File: config.mk
export PLATFORM = sky130hd
export DESIGN_NAME = freezer_defrost_controller_unit
export DESIGN_NICKNAME = d
export VERILOG_FILES = /design/src/sv/fdc_pkg.sv /design/src/sv/freezer_defrost_controller_unit.sv /design/src/sv/fdc_cfg_regs.sv /design/src/sv/fdc_core.sv
export SDC_FILE = /design/constraint.sdc
export NUM_CORES = 1
export LEC_CHECK = 0
export ABC_CLOCK_PERIOD_IN_PS = 8800
export BUFFER_PORTS_ARGS = -buffer_cell sky130_fd_sc_hd__buf_2
export CAP_MARGIN = 20
export CORE_MARGIN = 3
export CORE_UTILIZATION = 62
export DETAILED_ROUTE_END_ITERATION = 10
export PLACE_DENSITY_LB_ADDON = 0.1
export SYNTH_ARGS = -nofsm -noshare
export SYNTH_HDL_FRONTEND = slang
export SYNTH_SLANG_ARGS = --single-unit
File: constraint.sdc
create_clock -name clk -period 8.8 [get_ports clk]
set_clock_uncertainty 0.2 [all_clocks]
set_input_delay 0 -clock clk [delete_from_list [all_inputs] [get_ports clk]]
set_output_delay 0 -clock clk [all_outputs]
set_load 0.005 [all_outputs]
File: src/sv/fdc_pkg.sv
// Shared types and constants of the freezer defrost controller.
package fdc_pkg;

  localparam int unsigned CountW = 16;
  localparam int unsigned TempW  = 10;
  localparam int unsigned WaitW  = 10;
  localparam int unsigned AddrW  = 5;
  localparam int unsigned DataW  = 32;

  typedef enum logic [1:0] {
    MODE_COOL    = 2'd0,
    MODE_DEFROST = 2'd1,
    MODE_WAIT    = 2'd2
  } mode_t;

  typedef enum logic [2:0] {
    REG_COOL_PERIOD   = 3'd0,
    REG_DEFROST_PERIOD = 3'd1,
    REG_COMP_ON_ABOVE = 3'd2,
    REG_COMP_OFF_BELOW = 3'd3,
    REG_DEFROST_END   = 3'd4,
    REG_POST_WAIT     = 3'd5
  } reg_idx_t;

  localparam logic [CountW-1:0] COOL_PERIOD_RST    = 16'd28800;
  localparam logic [CountW-1:0] DEFROST_PERIOD_RST = 16'd1500;
  localparam logic signed [TempW-1:0] COMP_ON_RST  = -10'sd100;
  localparam logic signed [TempW-1:0] COMP_OFF_RST = -10'sd200;
  localparam logic signed [TempW-1:0] DEFROST_END_RST = 10'sd100;
  localparam logic [WaitW-1:0] POST_WAIT_RST       = 10'd100;

  typedef struct packed {
    logic [CountW-1:0]        cool_period;
    logic [CountW-1:0]        defrost_period;
    logic signed [TempW-1:0]  comp_on_above;
    logic signed [TempW-1:0]  comp_off_below;
    logic signed [TempW-1:0]  defrost_end_above;
    logic [WaitW-1:0]         post_wait;
  } cfg_t;

  typedef struct packed {
    logic  compressor_on;
    logic  fan_on;
    logic  heater_on;
    mode_t mode;
  } res_t;

endpackage

File: src/sv/freezer_defrost_controller_unit.sv
// Top level of the freezer defrost controller: channel registers around the core.
//
// Each input item is a one-second tick (in_cmd low) or a temperature sample in
// signed tenths of a degree (in_cmd high). Every item gives exactly one result
// item carrying the compressor, fan and heater drives and the current mode.
// An item is taken when in_valid is high and in_stall is low; a result is taken
// when out_valid is high and out_stall is low.
// An accepted item is held in the input register, its state update and
// result are worked out in a single pass of logic, and the result is then
// registered on the output register. One item per cycle is sustained while
// the receiver does not stall.
// When the receiver stalls, the result holds on the output register and one
// more item may wait in the input register; in_stall rises only while both
// are full and out_stall is high.
// Synchronous reset clears all counters and flags, empties both registers and
// loads the configuration defaults. Configuration is to be written through
// the APB-style port while no item is in flight; the block does not enforce it.
module freezer_defrost_controller_unit
  import fdc_pkg::*;
(
  input  logic                    clk,
  input  logic                    rst_n,
  input  logic                    in_valid,
  output logic                    in_stall,
  input  logic                    in_cmd,
  input  logic signed [TempW-1:0] in_temperature_tenths,
  output logic                    out_valid,
  input  logic                    out_stall,
  output logic                    out_compressor_on,
  output logic                    out_fan_on,
  output logic                    out_heater_on,
  output logic [1:0]              out_mode,
  input  logic                    psel,
  input  logic                    penable,
  input  logic                    pwrite,
  input  logic [AddrW-1:0]        paddr,
  input  logic [DataW-1:0]        pwdata,
  output logic [DataW-1:0]        prdata,
  output logic                    pready
);

  cfg_t                    cfg;
  res_t                    res;
  res_t                    out_res_r;
  logic                    in_valid_r, in_valid_nxt;
  logic                    out_valid_r, out_valid_nxt;
  logic                    in_cmd_r;
  logic signed [TempW-1:0] in_temp_r;
  logic                    advance;
  logic                    accept;

  fdc_cfg_regs u_cfg (
    .clk     (clk),
    .rst_n   (rst_n),
    .psel    (psel),
    .penable (penable),
    .pwrite  (pwrite),
    .paddr   (paddr),
    .pwdata  (pwdata),
    .prdata  (prdata),
    .pready  (pready),
    .cfg     (cfg)
  );

  fdc_core u_core (
    .clk   (clk),
    .rst_n (rst_n),
    .step  (advance),
    .cmd   (in_cmd_r),
    .temp  (in_temp_r),
    .cfg   (cfg),
    .res   (res)
  );

  assign advance  = in_valid_r && (!out_valid_r || !out_stall);
  assign in_stall = in_valid_r && !advance;
  assign accept   = in_valid && !in_stall;

  always_comb begin
    in_valid_nxt = in_valid_r;
    if (accept) begin
      in_valid_nxt = 1'b1;
    end else if (advance) begin
      in_valid_nxt = 1'b0;
    end
    out_valid_nxt = out_valid_r && out_stall;
    if (advance) begin
      out_valid_nxt = 1'b1;
    end
  end

  always_ff @(posedge clk) begin
    if (!rst_n) begin
      in_valid_r  <= 1'b0;
      out_valid_r <= 1'b0;
    end else begin
      in_valid_r  <= in_valid_nxt;
      out_valid_r <= out_valid_nxt;
    end
  end

  always_ff @(posedge clk) begin
    if (accept) begin
      in_cmd_r  <= in_cmd;
      in_temp_r <= in_temperature_tenths;
    end
    if (advance) begin
      out_res_r <= res;
    end
  end

  assign out_valid         = out_valid_r;
  assign out_compressor_on = out_res_r.compressor_on;
  assign out_fan_on        = out_res_r.fan_on;
  assign out_heater_on     = out_res_r.heater_on;
  assign out_mode          = out_res_r.mode;

endmodule

File: src/sv/fdc_cfg_regs.sv
// Configuration register file behind the APB-style port.
module fdc_cfg_regs
  import fdc_pkg::*;
(
  input  logic             clk,
  input  logic             rst_n,
  input  logic             psel,
  input  logic             penable,
  input  logic             pwrite,
  input  logic [AddrW-1:0] paddr,
  input  logic [DataW-1:0] pwdata,
  output logic [DataW-1:0] prdata,
  output logic             pready,
  output cfg_t             cfg
);

  cfg_t     cfg_r;
  cfg_t     cfg_nxt;
  logic     wr_en;
  reg_idx_t idx;

  assign pready = 1'b1;
  assign wr_en  = psel && penable && pwrite;
  assign idx    = reg_idx_t'(paddr[AddrW-1:2]);
  assign cfg    = cfg_r;

  always_comb begin
    cfg_nxt = cfg_r;
    if (wr_en) begin
      unique case (idx)
        REG_COOL_PERIOD:    cfg_nxt.cool_period       = pwdata[CountW-1:0];
        REG_DEFROST_PERIOD: cfg_nxt.defrost_period    = pwdata[CountW-1:0];
        REG_COMP_ON_ABOVE:  cfg_nxt.comp_on_above     = pwdata[TempW-1:0];
        REG_COMP_OFF_BELOW: cfg_nxt.comp_off_below    = pwdata[TempW-1:0];
        REG_DEFROST_END:    cfg_nxt.defrost_end_above = pwdata[TempW-1:0];
        REG_POST_WAIT:      cfg_nxt.post_wait         = pwdata[WaitW-1:0];
        default: ;
      endcase
    end
  end

  always_ff @(posedge clk) begin
    if (!rst_n) begin
      cfg_r.cool_period       <= COOL_PERIOD_RST;
      cfg_r.defrost_period    <= DEFROST_PERIOD_RST;
      cfg_r.comp_on_above     <= COMP_ON_RST;
      cfg_r.comp_off_below    <= COMP_OFF_RST;
      cfg_r.defrost_end_above <= DEFROST_END_RST;
      cfg_r.post_wait         <= POST_WAIT_RST;
    end else begin
      cfg_r <= cfg_nxt;
    end
  end

  // Signed thresholds read back sign-extended.
  always_comb begin
    unique case (idx)
      REG_COOL_PERIOD:    prdata = {{(DataW-CountW){1'b0}}, cfg_r.cool_period};
      REG_DEFROST_PERIOD: prdata = {{(DataW-CountW){1'b0}}, cfg_r.defrost_period};
      REG_COMP_ON_ABOVE:  prdata = {{(DataW-TempW){cfg_r.comp_on_above[TempW-1]}},
                                    cfg_r.comp_on_above};
      REG_COMP_OFF_BELOW: prdata = {{(DataW-TempW){cfg_r.comp_off_below[TempW-1]}},
                                    cfg_r.comp_off_below};
      REG_DEFROST_END:    prdata = {{(DataW-TempW){cfg_r.defrost_end_above[TempW-1]}},
                                    cfg_r.defrost_end_above};
      REG_POST_WAIT:      prdata = {{(DataW-WaitW){1'b0}}, cfg_r.post_wait};
      default:            prdata = '0;
    endcase
  end

endmodule

File: src/sv/fdc_core.sv
// Controller state and the per-item update of timer, defrost and thermostat.
module fdc_core
  import fdc_pkg::*;
(
  input  logic                    clk,
  input  logic                    rst_n,
  input  logic                    step,
  input  logic                    cmd,
  input  logic signed [TempW-1:0] temp,
  input  cfg_t                    cfg,
  output res_t                    res
);

  logic [CountW-1:0] second_count_r, second_count_nxt;
  logic              defrost_due_r, defrost_due_nxt;
  logic              period_is_defrost_r, period_is_defrost_nxt;
  logic [WaitW-1:0]  wait_count_r, wait_count_nxt;
  logic              compressor_state_r, compressor_state_nxt;
  logic [CountW-1:0] period;
  logic [CountW-1:0] count_inc;

  assign period    = period_is_defrost_r ? cfg.defrost_period : cfg.cool_period;
  assign count_inc = second_count_r + 1'b1;

  always_comb begin
    second_count_nxt      = second_count_r;
    defrost_due_nxt       = defrost_due_r;
    period_is_defrost_nxt = period_is_defrost_r;
    wait_count_nxt        = wait_count_r;
    compressor_state_nxt  = compressor_state_r;
    if (!cmd) begin
      second_count_nxt = count_inc;
      if (count_inc == period) begin
        second_count_nxt = '0;
        if (!defrost_due_r) begin
          defrost_due_nxt       = 1'b1;
          period_is_defrost_nxt = 1'b1;
          wait_count_nxt        = '0;
          compressor_state_nxt  = 1'b0;
        end else begin
          defrost_due_nxt       = 1'b0;
          period_is_defrost_nxt = 1'b0;
          wait_count_nxt        = cfg.post_wait;
        end
      end else if (!defrost_due_r && (wait_count_r != '0)) begin
        wait_count_nxt = wait_count_r - 1'b1;
      end
    end else begin
      if (defrost_due_r) begin
        // Early end of defrost keeps the second counter running.
        if (temp > cfg.defrost_end_above) begin
          defrost_due_nxt       = 1'b0;
          period_is_defrost_nxt = 1'b0;
          wait_count_nxt        = cfg.post_wait;
        end
      end else if (wait_count_r == '0) begin
        // The off threshold is checked last so that it wins when crossed.
        if (temp > cfg.comp_on_above) begin
          compressor_state_nxt = 1'b1;
        end
        if (temp < cfg.comp_off_below) begin
          compressor_state_nxt = 1'b0;
        end
      end
    end
  end

  always_comb begin
    if (defrost_due_nxt) begin
      res.mode = MODE_DEFROST;
    end else if (wait_count_nxt != '0) begin
      res.mode = MODE_WAIT;
    end else begin
      res.mode = MODE_COOL;
    end
    res.fan_on        = (res.mode == MODE_COOL);
    res.heater_on     = (res.mode == MODE_DEFROST);
    res.compressor_on = (res.mode == MODE_COOL) && compressor_state_nxt;
  end

  always_ff @(posedge clk) begin
    if (!rst_n) begin
      second_count_r      <= '0;
      defrost_due_r       <= 1'b0;
      period_is_defrost_r <= 1'b0;
      wait_count_r        <= '0;
      compressor_state_r  <= 1'b0;
    end else if (step) begin
      second_count_r      <= second_count_nxt;
      defrost_due_r       <= defrost_due_nxt;
      period_is_defrost_r <= period_is_defrost_nxt;
      wait_count_r        <= wait_count_nxt;
      compressor_state_r  <= compressor_state_nxt;
    end
  end

endmodule

==> impl_results.md, run 1 <==
* Share of layout cells above drive strength 1 at 14.6%
* Synth unique cells at 72
* GP Congestion at 0.911
* Share of the synthesized area in the top cell type at 28.5%
* Critical-path maximum fanout at 18
* Final Hold Viols at 0
* CTS Hold Bufs at 30
* CTS H-tree lvls at 4
* Detail Route Antenna Nets at 0
* YS warnings at 0
* Post-synthesis sequential area ratio at 34.7%
* Critical Path RT at 8.83 ns
* Worst-Margin Slew at 1.10 ns
* Crit path buf inv count at 0
* Crit start category: flop
* WL per Instance at 18.8 µm
* Layout overhead on the synthesized area at 16.0%
* Post-Syn Instances at 865
* Tot GR Track Use at 31.6%
* TritonCTS clock tree: yes
* Hold crit path type: in -> reg
* Status: complete, no violations
* Cell family with the largest share of critical-path delay: simple AND/OR/NAND/NOR gates
* Post-CTS Resized at 0
* Routed vias at 6,726
* Setup bufs post-CTS at 0
* Crit path DAT at 4.59 ns
* PortBufs at 75
* Cts bufs inserted at 17
* Initial DRC Count at 818
* Crit-path cells: mux2i_1 > nand3_1 > o211ai_1 > a31oi_1 > or3_1 > nor2_4 > o31ai_2 > or4_4 > nor4_2
* Global-route wire length before repair at 32,400 µm
* Grt ovf at 0
* Synth top area cells: dfxtp_1, nand2_1, mux2i_1
* Full die area at 13,000 µm²
* Final HPWL DP at 13,900 µm
* CTS Buffer Depth at 2
* Crit path largest cell delay at 1.04 ns
* TritonRoute pass-1 iters at 5
* RSZ-0062 raised after global routing: no
* Chip width at 114 µm
* Design Area, Final at 8410 µm²
* Final core occ at 75.6%
* DRC at 0
* WHS at 0.0298 ns
* Synth Register Bits at 118
* Setup TNS at 0 ns
* Clock Sinks at 118
* Ys flop type: dfxtp_1
* Final period util at 51.8%
* Final Critical Period at 4.56 ns
* Final wirelength at 20,400 µm
* Starting Density at 65.1%
* Mapped Area at 7250 µm²
* CP max-delay cell: dfxtp_1
* Clk_lat worst skew at 0.42 ns
* # diodes at 0
* Placed Area at 7500 µm²
* Final Setup Violations at 0
* Clock slew at reported path FFs at 0.05 ns
* Final Non-Filler Cells at 1,085
* CP Class: reg -> reg
* Via density per instance at 6.20
* Final nets at 1,019
* Antenna violations before repair at 0
* CTS root buf: clkbuf_16
* Placed cells at 1,020
* Crit. End Element: flop
* Lkg Pwr at 3.32 nW
* Core Region at 11,100 µm²
* Syn nets at 951
* Syn avg cell area at 8.38 µm²
* EDFF count, synth at 15
* Async SR Flop Fraction at 0%
* Max_slew headroom at 26.9%
* Number of global-route vias before repair at 6,409
* Row cnt at 38
* Max cap viols at 0
* Largest net degree at the start of global routing at 104
* I/O Pins at 95
* Power per standard cell area at 169 nW/µm²
* Max Clk Rate at 0.219 GHz
* Die Y at 114 µm
* Pins over their slew limit at 0
* IR Drop Worst-Case VDD at 0.162 mV
* Synth area leader: dfxtp_1
[layout by cell type (no fill, tap or decap), types with 29 or more instances in the layout]
master           n
mux2i_1         54
buf_2           75
nor2_1          29
nand2_1        158
ha_1            31
o21ai_0         31
dfxtp_1        103
a21boi_0        47
inv_1           46
dlygate4sd3_1   30
[worst paths after layout]
path	slack [ns]	cells after the start	to	from
setup / recovery	4.24	9	out_compressor_on	u_core.period_is_defrost_r
hold / removal	0.03	5	u_cfg.cfg[51]	pwrite
setup reg to reg	4.24	9	out_compressor_on	u_core.period_is_defrost_r
hold reg to reg	0.27	2	u_cfg.cfg[19]	u_cfg.cfg[19]
[synthesized netlist by cell type, types with 6 or more instances]
master    instances
a21boi_0         47
a21o_1           11
a21oi_1          19
a22oi_1           7
a31oi_1           8
buf_4            19
clkbuf_1         34
dfxtp_1         103
edfxtp_1         15
ha_1             31
inv_1            46
mux2i_1          54
nand2_1         158
nand2b_1         10
nand3_1          21
nand4_1          15
nand4b_1          6
nor2_1           29
nor2b_1          23
nor3_1            9
nor4_1            7
o211ai_1         20
o21ai_0          31
o22ai_1           8
or2_2             7
or3_1             6
xnor2_1          20
xor2_1            9
[per-layer routing]
layer  GRT usage [%]  vias up  share of wire, %
met1            40.9     3179                41
met5               0        -                 0
li1                -     3188                 -
met2            51.1      303                48
met3            6.18       56               7.1
met4            14.5        0               3.7
[registers in the layout, indices dropped and copies added, names as in the netlist]
register / count
out_fan_on: 1
out_valid: 1
u_core.wait_count_r: 10
u_cfg.cfg: 72
u_core.period_is_defrost_r: 1
u_core.defrost_due_r: 1
in_cmd_r: 1
u_core.second_count_r: 16
out_mode: 1
in_valid_r: 1
in_temp_r: 10
u_core.compressor_state_r: 1
out_compressor_on: 1
out_heater_on: 1
[kinds of logic (layout without fill, tap and decap cells)]
kind of cell             count (synthesis)  in the layout  share of synthesized area [%]
AO/OA/AOI/OAI                          196            196                           19.2
buffers and inverters                  109            189                           6.84
other                                    1              1                         0.0518
adder cells (fa/ha/maj)                 31             31                           5.35
multiplexers                            60             60                           8.55
flip-flops                             118            118                           34.7
AND/OR/NAND/NOR                        321            321                           21.8
XOR/XNOR                                29             29                           3.51
[per-stage QoR]
step,setup WS [ns],total power [mW]
6_report,4.24,1.42
4_1_cts,4.34,1.42
5_1_grt,4.13,1.46
3_5_place_dp,4.40,0.742
3_3_place_gp,4.46,0.737
2_1_floorplan,5.32,0.696
[where the power goes]
group / internal (mW) / switching (mW) / leakage, nW
registers: 0.558 / 0.0137 / 0.978
logic: 0.0787 / 0.0958 / 2.07
clock network: 0.424 / 0.249 / 0.282
[worst min-delay path, delay by kind of cell]
| kind | cells | cell delay, ns |
|---|---|---|
| AND/OR/NAND/NOR | 3 | 0.44 |
| buffers and inverters | 1 | 0.10 |
| AO/OA/AOI/OAI | 1 | 0.06 |
[layout make-up]
cell class              count  area, µm²
multi-input cells         638       4240
fillers                   825       2720
flip-flops and latches    118       2510
repair buffers            112        739
clock buffers              24        503
well taps                 140        175
inverters                  46        173
clock inverters             7       67.6
No activity file was read; power rests on OpenSTA's default activity.
==> inputs of run 2 (changes only) <==
--- a/config.mk
+++ b/config.mk
@@ -5,11 +5,12 @@
 export SDC_FILE = /design/constraint.sdc
 export NUM_CORES = 1
 export LEC_CHECK = 0
-export ABC_CLOCK_PERIOD_IN_PS = 8800
+export ABC_AREA = 1
+export ABC_CLOCK_PERIOD_IN_PS = 3850
 export BUFFER_PORTS_ARGS = -buffer_cell sky130_fd_sc_hd__buf_2
 export CAP_MARGIN = 20
 export CORE_MARGIN = 3
-export CORE_UTILIZATION = 62
+export CORE_UTILIZATION = 53
 export DETAILED_ROUTE_END_ITERATION = 10
 export PLACE_DENSITY_LB_ADDON = 0.1
 export SYNTH_ARGS = -nofsm -noshare
==> constraint.sdc (replaced) <==
create_clock -name clk -period 3.85 [get_ports clk]
set_clock_uncertainty 0.2 [all_clocks]
set_input_delay 0 -clock clk [delete_from_list [all_inputs] [get_ports clk]]
set_output_delay 0 -clock clk [all_outputs]
set_load 0.005 [all_outputs]
==> run 2 against run 1 <==
Combinational power grew to 2.6 times the previous value. Clock-buffer cell count did not move. Critical path type unchanged. Largest power group unchanged. Die area rose by 18%.
==> impl_results.md, run 2 <==
* Final period util at 87.4% (+36 points)
* Grt ovf at 0 (unchanged)
* Final Setup Violations at 0 (unchanged)
* Global-route wire length before repair at 33,900 µm (+4.8%)
* Initial DRC Count at 688 (-16%)
* Mapped Area at 7400 µm² (+2.1%)
* Largest net degree at the start of global routing at 67 (-36%)
* Final setup margin at 0.483 ns (-3.76 ns)
* Internal Dissipation at 2.59 mW (+140%)
* Part of the power in the clock network at 49.2% (+1.8 points)
* # diodes at 0 (unchanged)
* CTS H-tree lvls at 4 (unchanged)
* Setup TNS at 0 ns (unchanged)
* Post-synthesis sequential area ratio at 34.0% (-0.71 points)
* Share of layout cells above drive strength 1 at 12.4% (-2.2 points)
* DRC at 0 (unchanged)
* Tot GR Track Use at 28.5% (-3.2 points)
* Status: complete, no violations
* Clock slew at reported path FFs at 0.06 ns (about the same)
* Final wirelength at 21,400 µm (+4.7%)
* Full die area at 15,400 µm² (+18%)
* Max_slew headroom at 41.0% (+14 points)
* Final nets at 1,281 (+26%)
* Post-Syn Instances at 1,110 (+28%)
* Combinational share of power at 12.9% (+0.6 points)
* Final core occ at 65.0% (-11 points)
* Syn nets at 1,196 (+26%)
* Max cap viols at 0 (unchanged)
* TritonRoute pass-1 iters at 6 (+1)
* Core Region at 13,500 µm² (+21%)
* Power per standard cell area at 396 nW/µm² (+130%)
* WHS at 0.0671 ns (+0.0373 ns)
* TritonCTS clock tree: yes
* Share of the synthesized area in the top cell type at 27.9% (-0.58 points)
* Final Hold Viols at 0 (unchanged)
* Synth Register Bits at 118 (unchanged)
* Chip width at 124 µm (+8.8%)
* Pins over their slew limit at 0 (unchanged)
* Clk_lat worst skew at 0.42 ns (about the same)
* Most common cell after layout, fill and taps aside: nand2_1
* Final Critical Period at 3.37 ns (-1.19 ns)
* Pre-CTS WS at 0.552 ns (-3.85 ns)
* Cts bufs inserted at 17 (unchanged)
* Synth area leader: dfxtp_1
* CTS root buf: clkbuf_16
* Setup bufs post-CTS at 0 (unchanged)
* WL per Instance at 15.4 µm (-18%)
* Row cnt at 42 (+11%)
* Number of global-route vias before repair at 6,721 (+4.9%)
* Detail Route Antenna Nets at 0 (unchanged)
* Antenna violations before repair at 1 (+1)
* Starting Density at 55.0% (-10 points)
* Final HPWL DP at 15,500 µm (+11%)
* Critical-path maximum fanout at 11 (-7)
* Sw Ratio at 25.2% (-0.026 points)
* EDFF count, synth at 15 (unchanged)
* YS warnings at 0 (unchanged)
* Critical Path RT at 3.81 ns (-5.02 ns)
* CP Class: reg -> reg
* Synth top area cells: dfxtp_1, nand2_1, inv_1
* Ys flop type: dfxtp_1
* Most frequent cells in the layout: nand2_1, inv_1, dfxtp_1
* Async SR Flop Fraction at 0% (unchanged)
* CTS Buffer Depth at 2 (unchanged)
* Via density per instance at 5.46 (-12%)
* Layout overhead on the synthesized area at 18.1%
* RSZ-0062 raised after global routing: no
* P_sw at 0.872 mW (+140%)
* PortBufs at 75 (unchanged)
* Crit. End Element: flop
* GP Congestion at 0.947 (+3.9%)
* Seq pwr share at 37.9% (-2.4 points)
* Most frequent cell after synthesis: nand2_1
* Max Clk Rate at 0.297 GHz (+35%)
* Syn avg cell area at 6.66 µm² (-20%)
* Die Y at 124 µm (+8.8%)
* Worst-Margin Slew at 0.881 ns (-0.214 ns)
* Synth unique cells at 45 (-38%)
* Clock Sinks at 118 (unchanged)
* I/O Pins at 95 (unchanged)
* IR Drop Worst-Case VDD at 0.422 mV (+160%)
* Post-CTS Resized at 0 (unchanged)
* Crit start category: flop
* Lkg Pwr at 4.05 nW (+22%)
* Routed vias at 7,559 (+12%)
* Crit path DAT at 3.33 ns (-1.26 ns)
* Fillers at 1,280 (+55%)
* CTS Hold Bufs at 30 (unchanged)
* Largest register FFs at 72 (unchanged)
* Most frequent cells after synthesis: nand2_1, inv_1, dfxtp_1, nand3_1, nor2_1
* Hold crit path type: in -> reg
[run 2: critical path, stage by stage (launching register included)]
cell and delay (ns):
dfxtp_1 0.50, ha_1 0.26, nand2_1 0.11, nor2_2 0.36, nand3_1 0.16, nand2_1 0.14
nand2_2 0.07, nand2_1 0.06, nand2_1 0.08, nor2_2 0.17, nand3_1 0.12, nor2_2 0.30
nand3_1 0.13, nand3_1 0.13, nor2_1 0.08, nand2_1 0.07, nor2_2 0.05, nand3_2 0.08
nor2_2 0.04
[run 2: metrics by stage]
stage	cells	instance area, µm²	total power [mW]
after floorplan	1110	7400	1.62
after global placement	1322	7810	1.75
after detailed placement	1322	7810	1.75
after CTS	1384	8740	3.47
after global routing	1384	8740	3.58
final	1384	8740	3.46
[run 2: power by group through the flow]
stage | logic (mW) | clock network, mW | registers, mW
after floorplan | 0.300 | 0 | 1.32
after global placement | 0.410 | 0 | 1.34
after detailed placement | 0.414 | 0 | 1.34
after CTS | 0.440 | 1.72 | 1.31
after global routing | 0.501 | 1.77 | 1.32
final | 0.446 | 1.70 | 1.31
[run 2: cell families (layout without fill, tap and decap cells)]
group	after synthesis	in the layout	synth area share (%)
buf+inv	213	311	11.9
fa+ha+maj	31	31	5.24
flops	118	118	34.0
simple gates	508	508	29.9
compound gates	232	232	18.1
other cells	1	1	0.0507
mux	1	1	0.135
xor+xnor	6	6	0.710
[run 2: final timing paths]
| path | from | endpoint | slack, ns | cells past startpoint |
|---|---|---|---|---|
| worst max-delay path | u_core.second_count_r[0] | out_compressor_on | 0.48 | 18 |
| worst min-delay path | penable | u_cfg.cfg[16] | 0.07 | 4 |
| worst max register to register | u_core.second_count_r[0] | out_compressor_on | 0.48 | 18 |
| worst min register to register | u_cfg.cfg[69] | u_cfg.cfg[69] | 0.28 | 2 |
[run 2: cell type report]
class,count,area (µm²),area share (%)
Multi-Input combinational cell,779,4000,45.8
Sequential cell,118,2510,28.8
Timing Repair Buffer,118,773,8.85
Inverter,161,604,6.92
Clock buffer,24,482,5.51
Tap cell,176,220,2.52
Clock inverter,8,145,1.66
[run 2: layer usage]
layer | track usage [%] | part of all wire [%] | vias to the layer above
li1 | - | - | 3820
met1 | 36.8 | 45 | 3479
met2 | 48.4 | 48 | 231
met3 | 5.50 | 5.0 | 27
met4 | 7.94 | 1.7 | 2
met5 | 0 | 0.042 | -
==> inputs of run 3 (changes only) <==
--- a/config.mk
+++ b/config.mk
@@ -10,9 +10,10 @@
 export BUFFER_PORTS_ARGS = -buffer_cell sky130_fd_sc_hd__buf_2
 export CAP_MARGIN = 20
 export CORE_MARGIN = 3
-export CORE_UTILIZATION = 53
+export CORE_UTILIZATION = 54
 export DETAILED_ROUTE_END_ITERATION = 10
 export PLACE_DENSITY_LB_ADDON = 0.1
 export SYNTH_ARGS = -nofsm -noshare
 export SYNTH_HDL_FRONTEND = slang
+export SYNTH_HIERARCHICAL = 1
 export SYNTH_SLANG_ARGS = --single-unit
==> run 3 against run 2 <==
Combinational power grew 13%. Via count grew 11%. Final cell count grew 14%. Fmax grew 3.4%. Die area grew 8.0%. Register-to-register slack gained 0.11 ns. Worst hold slack lost 0.029 ns. Global-route usage shrank 0.52 points.
==> impl_results.md, run 3 <==
* GP Congestion at 0.884 (-6.7%)
* Synth area leader: dfxtp_1
* Final Critical Period at 3.26 ns (-0.111 ns)
* FF-to-FF path depth at 16 (-2)
* Most frequent cells in the layout: nand2_1, nor2_1, inv_1
* Antenna violations before repair at 1 (unchanged)
* Final Non-Filler Cells at 1,577 (+14%)
* Clock Sinks at 119 (+0.85%)
* Max cap viols at 0 (unchanged)
* Chip width at 129 µm (+3.9%)
* Syn avg cell area at 6.24 µm² (-6.3%)
* Core Region at 14,600 µm² (+8.9%)
* Final nets at 1,466 (+14%)
* CTS Buffer Depth at 2 (unchanged)
* Power per standard cell area at 368 nW/µm² (-7.0%)
* WHS Path Cells at 4 (unchanged)
* Cts bufs inserted at 17 (unchanged)
* TritonRoute pass-1 iters at 6 (unchanged)
* Worst flop-to-flop path startpoint: u_core/second_count_r[1]
* Hold_sp: paddr[4]
* YS warnings at 6 (+6)
* Critical Path RT at 3.82 ns (about the same)
* Placed Area at 8470 µm² (+8.4%)
* Post-synthesis sequential area ratio at 31.1% (-2.9 points)
* Clock slew at reported path FFs at 0.05 ns (about the same)
* Crit. End Element: flop
* Grt ovf at 0 (unchanged)
* Syn nets at 1,395 (+17%)
* Design Area, Final at 9420 µm² (+7.8%)
* Number of global-route vias before repair at 7,396 (+10%)
* Row cnt at 44 (+4.8%)
* Die Y at 129 µm (+3.9%)
* Final core occ at 64.3% (-0.65 points)
* DRC at 0 (unchanged)
* CTS root buf: clkbuf_16
* Mapped Area at 8170 µm² (+10%)
* Post-Syn Instances at 1,309 (+18%)
* Final Hold Viols at 0 (unchanged)
* WL per Instance at 14.8 µm (-4.3%)
* Starting Density at 55.8% (+0.82 points)
* Lkg Pwr at 4.70 nW (+16%)
* Critical-path maximum fanout at 7 (-4)
* I/O Pins at 95 (unchanged)
* Crit path DAT at 3.22 ns (-0.11 ns)
* CTS H-tree lvls at 4 (unchanged)
* Detail Route Antenna Nets at 0 (unchanged)
* PortBufs at 75 (unchanged)
* Largest net degree at the start of global routing at 81 (+21%)
* Initial DRC Count at 869 (+26%)
* Reg-to-reg slack, setup at 0.59 ns (+0.11 ns)
* Most frequent cell after synthesis: nand2_1
* Synth Register Bits at 119 (+0.85%)
* Status: complete, no violations
* Final wirelength at 23,300 µm (+9.1%)
* Final period util at 84.6% (-2.9 points)
* Share of layout cells above drive strength 1 at 11.3% (-1.1 points)
* Final Setup Violations at 0 (unchanged)
* Most common cell after layout, fill and taps aside: nand2_1
* Async SR Flop Fraction at 0% (unchanged)
* # diodes at 0 (unchanged)
* Global-route wire length before repair at 37,000 µm (+9.2%)
* Synth top area cells: dfxtp_1, nand2_1, nand3_1
* Worst-Margin Slew at 0.882 ns (+0.00124 ns)
* Total power at 3.46 mW (+0.17%)
* Routed vias at 8,414 (+11%)
* Setup TNS at 0 ns (unchanged)
* Share of the synthesized area in the top cell type at 25.2% (-2.6 points)
* Full die area at 16,600 µm² (+8.0%)
* Clk_lat worst skew at 0.42 ns (about the same)
* Largest register FFs at 72 (unchanged)
* RSZ-0062 raised after global routing: no
* EDFF count, synth at 16 (+1)
* Max_slew headroom at 41.2% (+0.13 points)
* Tot GR Track Use at 27.9% (-0.52 points)
* Setup bufs post-CTS at 0 (unchanged)
* TritonCTS clock tree: yes
* Worst hold endpoint: u_cfg/cfg[5]
* Reg2reg end: out_compressor_on
* Via density per instance at 5.34 (-2.3%)
* Hold crit path type: in -> reg
* Pins over their slew limit at 0 (unchanged)
* Ys flop type: dfxtp_1
* Layout overhead on the synthesized area at 15.2%
* Crit start category: flop
* Most frequent cells after synthesis: nand2_1, nor2_1, inv_1, nand3_1, dfxtp_1
* Placed cells at 1,510 (+14%)
* CP Class: reg -> reg
* Final HPWL DP at 16,300 µm (+5.6%)
* Max Clk Rate at 0.307 GHz (+3.4%)
* IR Drop Worst-Case VDD at 0.327 mV (-22%)
* Synth unique cells at 42 (-6.7%)
-- run 3: through the flow --
step,hold slack [ns],setup WS (ns)
after global placement,-0.0236,0.678
after detailed placement,-0.0219,0.624
after CTS,0.00913,0.609
after floorplan,-0.101,1.14
after global routing,0.0568,0.214
final,0.0377,0.594
-- run 3: where the power goes --
group	leakage [nW]	internal (mW)	total, mW	switching (mW)
logic	3.43	0.182	0.505	0.323
clock network	0.284	1.07	1.64	0.563
registers	0.989	1.29	1.32	0.0316
total	4.70	2.55	3.46	0.918
-- run 3: area by class of cell --
class,instances,area [µm²]
Tap cell,184,230
Timing Repair Buffer,119,793
Inverter,162,611
Fill cell,1370,5230
Clock buffer,21,440
Clock inverter,11,156
Sequential cell,119,2540
Multi-Input combinational cell,961,4640
-- run 3: worst max path at each step --
| stage | from | end | slack, ns | depth (start not counted) |
|---|---|---|---|---|
| after floorplan | in_temp_r[9] | out_mode[1] | 1.14 | 16 |
| after global placement | u_core/period_is_defrost_r | out_mode[1] | 0.68 | 16 |
| after detailed placement | u_core/period_is_defrost_r | out_mode[1] | 0.62 | 16 |
| after CTS | u_core/second_count_r[1] | out_compressor_on | 0.61 | 16 |
| after global routing | u_core/period_is_defrost_r | out_mode[1] | 0.21 | 16 |
| final | u_core/second_count_r[1] | out_compressor_on | 0.59 | 16 |
-- run 3: routing by layer --
layer / part of all wire, % / global-route usage (%) / routed length, µm
met1: 44 / 38.4 / 10400
met2: 47 / 45.5 / 10900
met3: 6.9 / 4.49 / 1610
met4: 1.9 / 8.34 / 445
met5: 0.030 / 0 / 7
-- run 3: critical path, stage by stage (launching register included) --
cell and delay [ns]:
dfxtp_1 0.40, ha_1 0.30, nand2_1 0.13, nor2_4 0.21, nand4_1 0.21, nand2_1 0.14
nand2_1 0.06, nand2_1 0.08, nor2_2 0.05, nand3_1 0.11, nor2_2 0.08, nor2_1 0.26
a21oi_1 0.07, o21ai_0 0.46, inv_1 0.11, nand3_2 0.11, nor2_2 0.03
-- run 3: what timing repair did --
| item | 4_1_cts | 5_1_grt |
|---|---|---|
| resized for setup | 0 | 0 |
| hold buffers | 35 | 0 |
| endpoints found under the hold margin | 104 | 0 |
-- run 3: cell families (layout without fill, tap and decap cells) --
logic type / count (synthesis) / count (layout) / synth area share (%)
AND/OR/NAND/NOR: 827 / 827 / 44.6
buffers and inverters: 229 / 313 / 12.1
flip-flops: 119 / 119 / 31.1
AO/OA/AOI/OAI: 92 / 92 / 6.35
adder cells (fa/ha/maj): 31 / 31 / 4.75
XOR/XNOR: 10 / 10 / 1.07
other: 1 / 1 / 0.0459
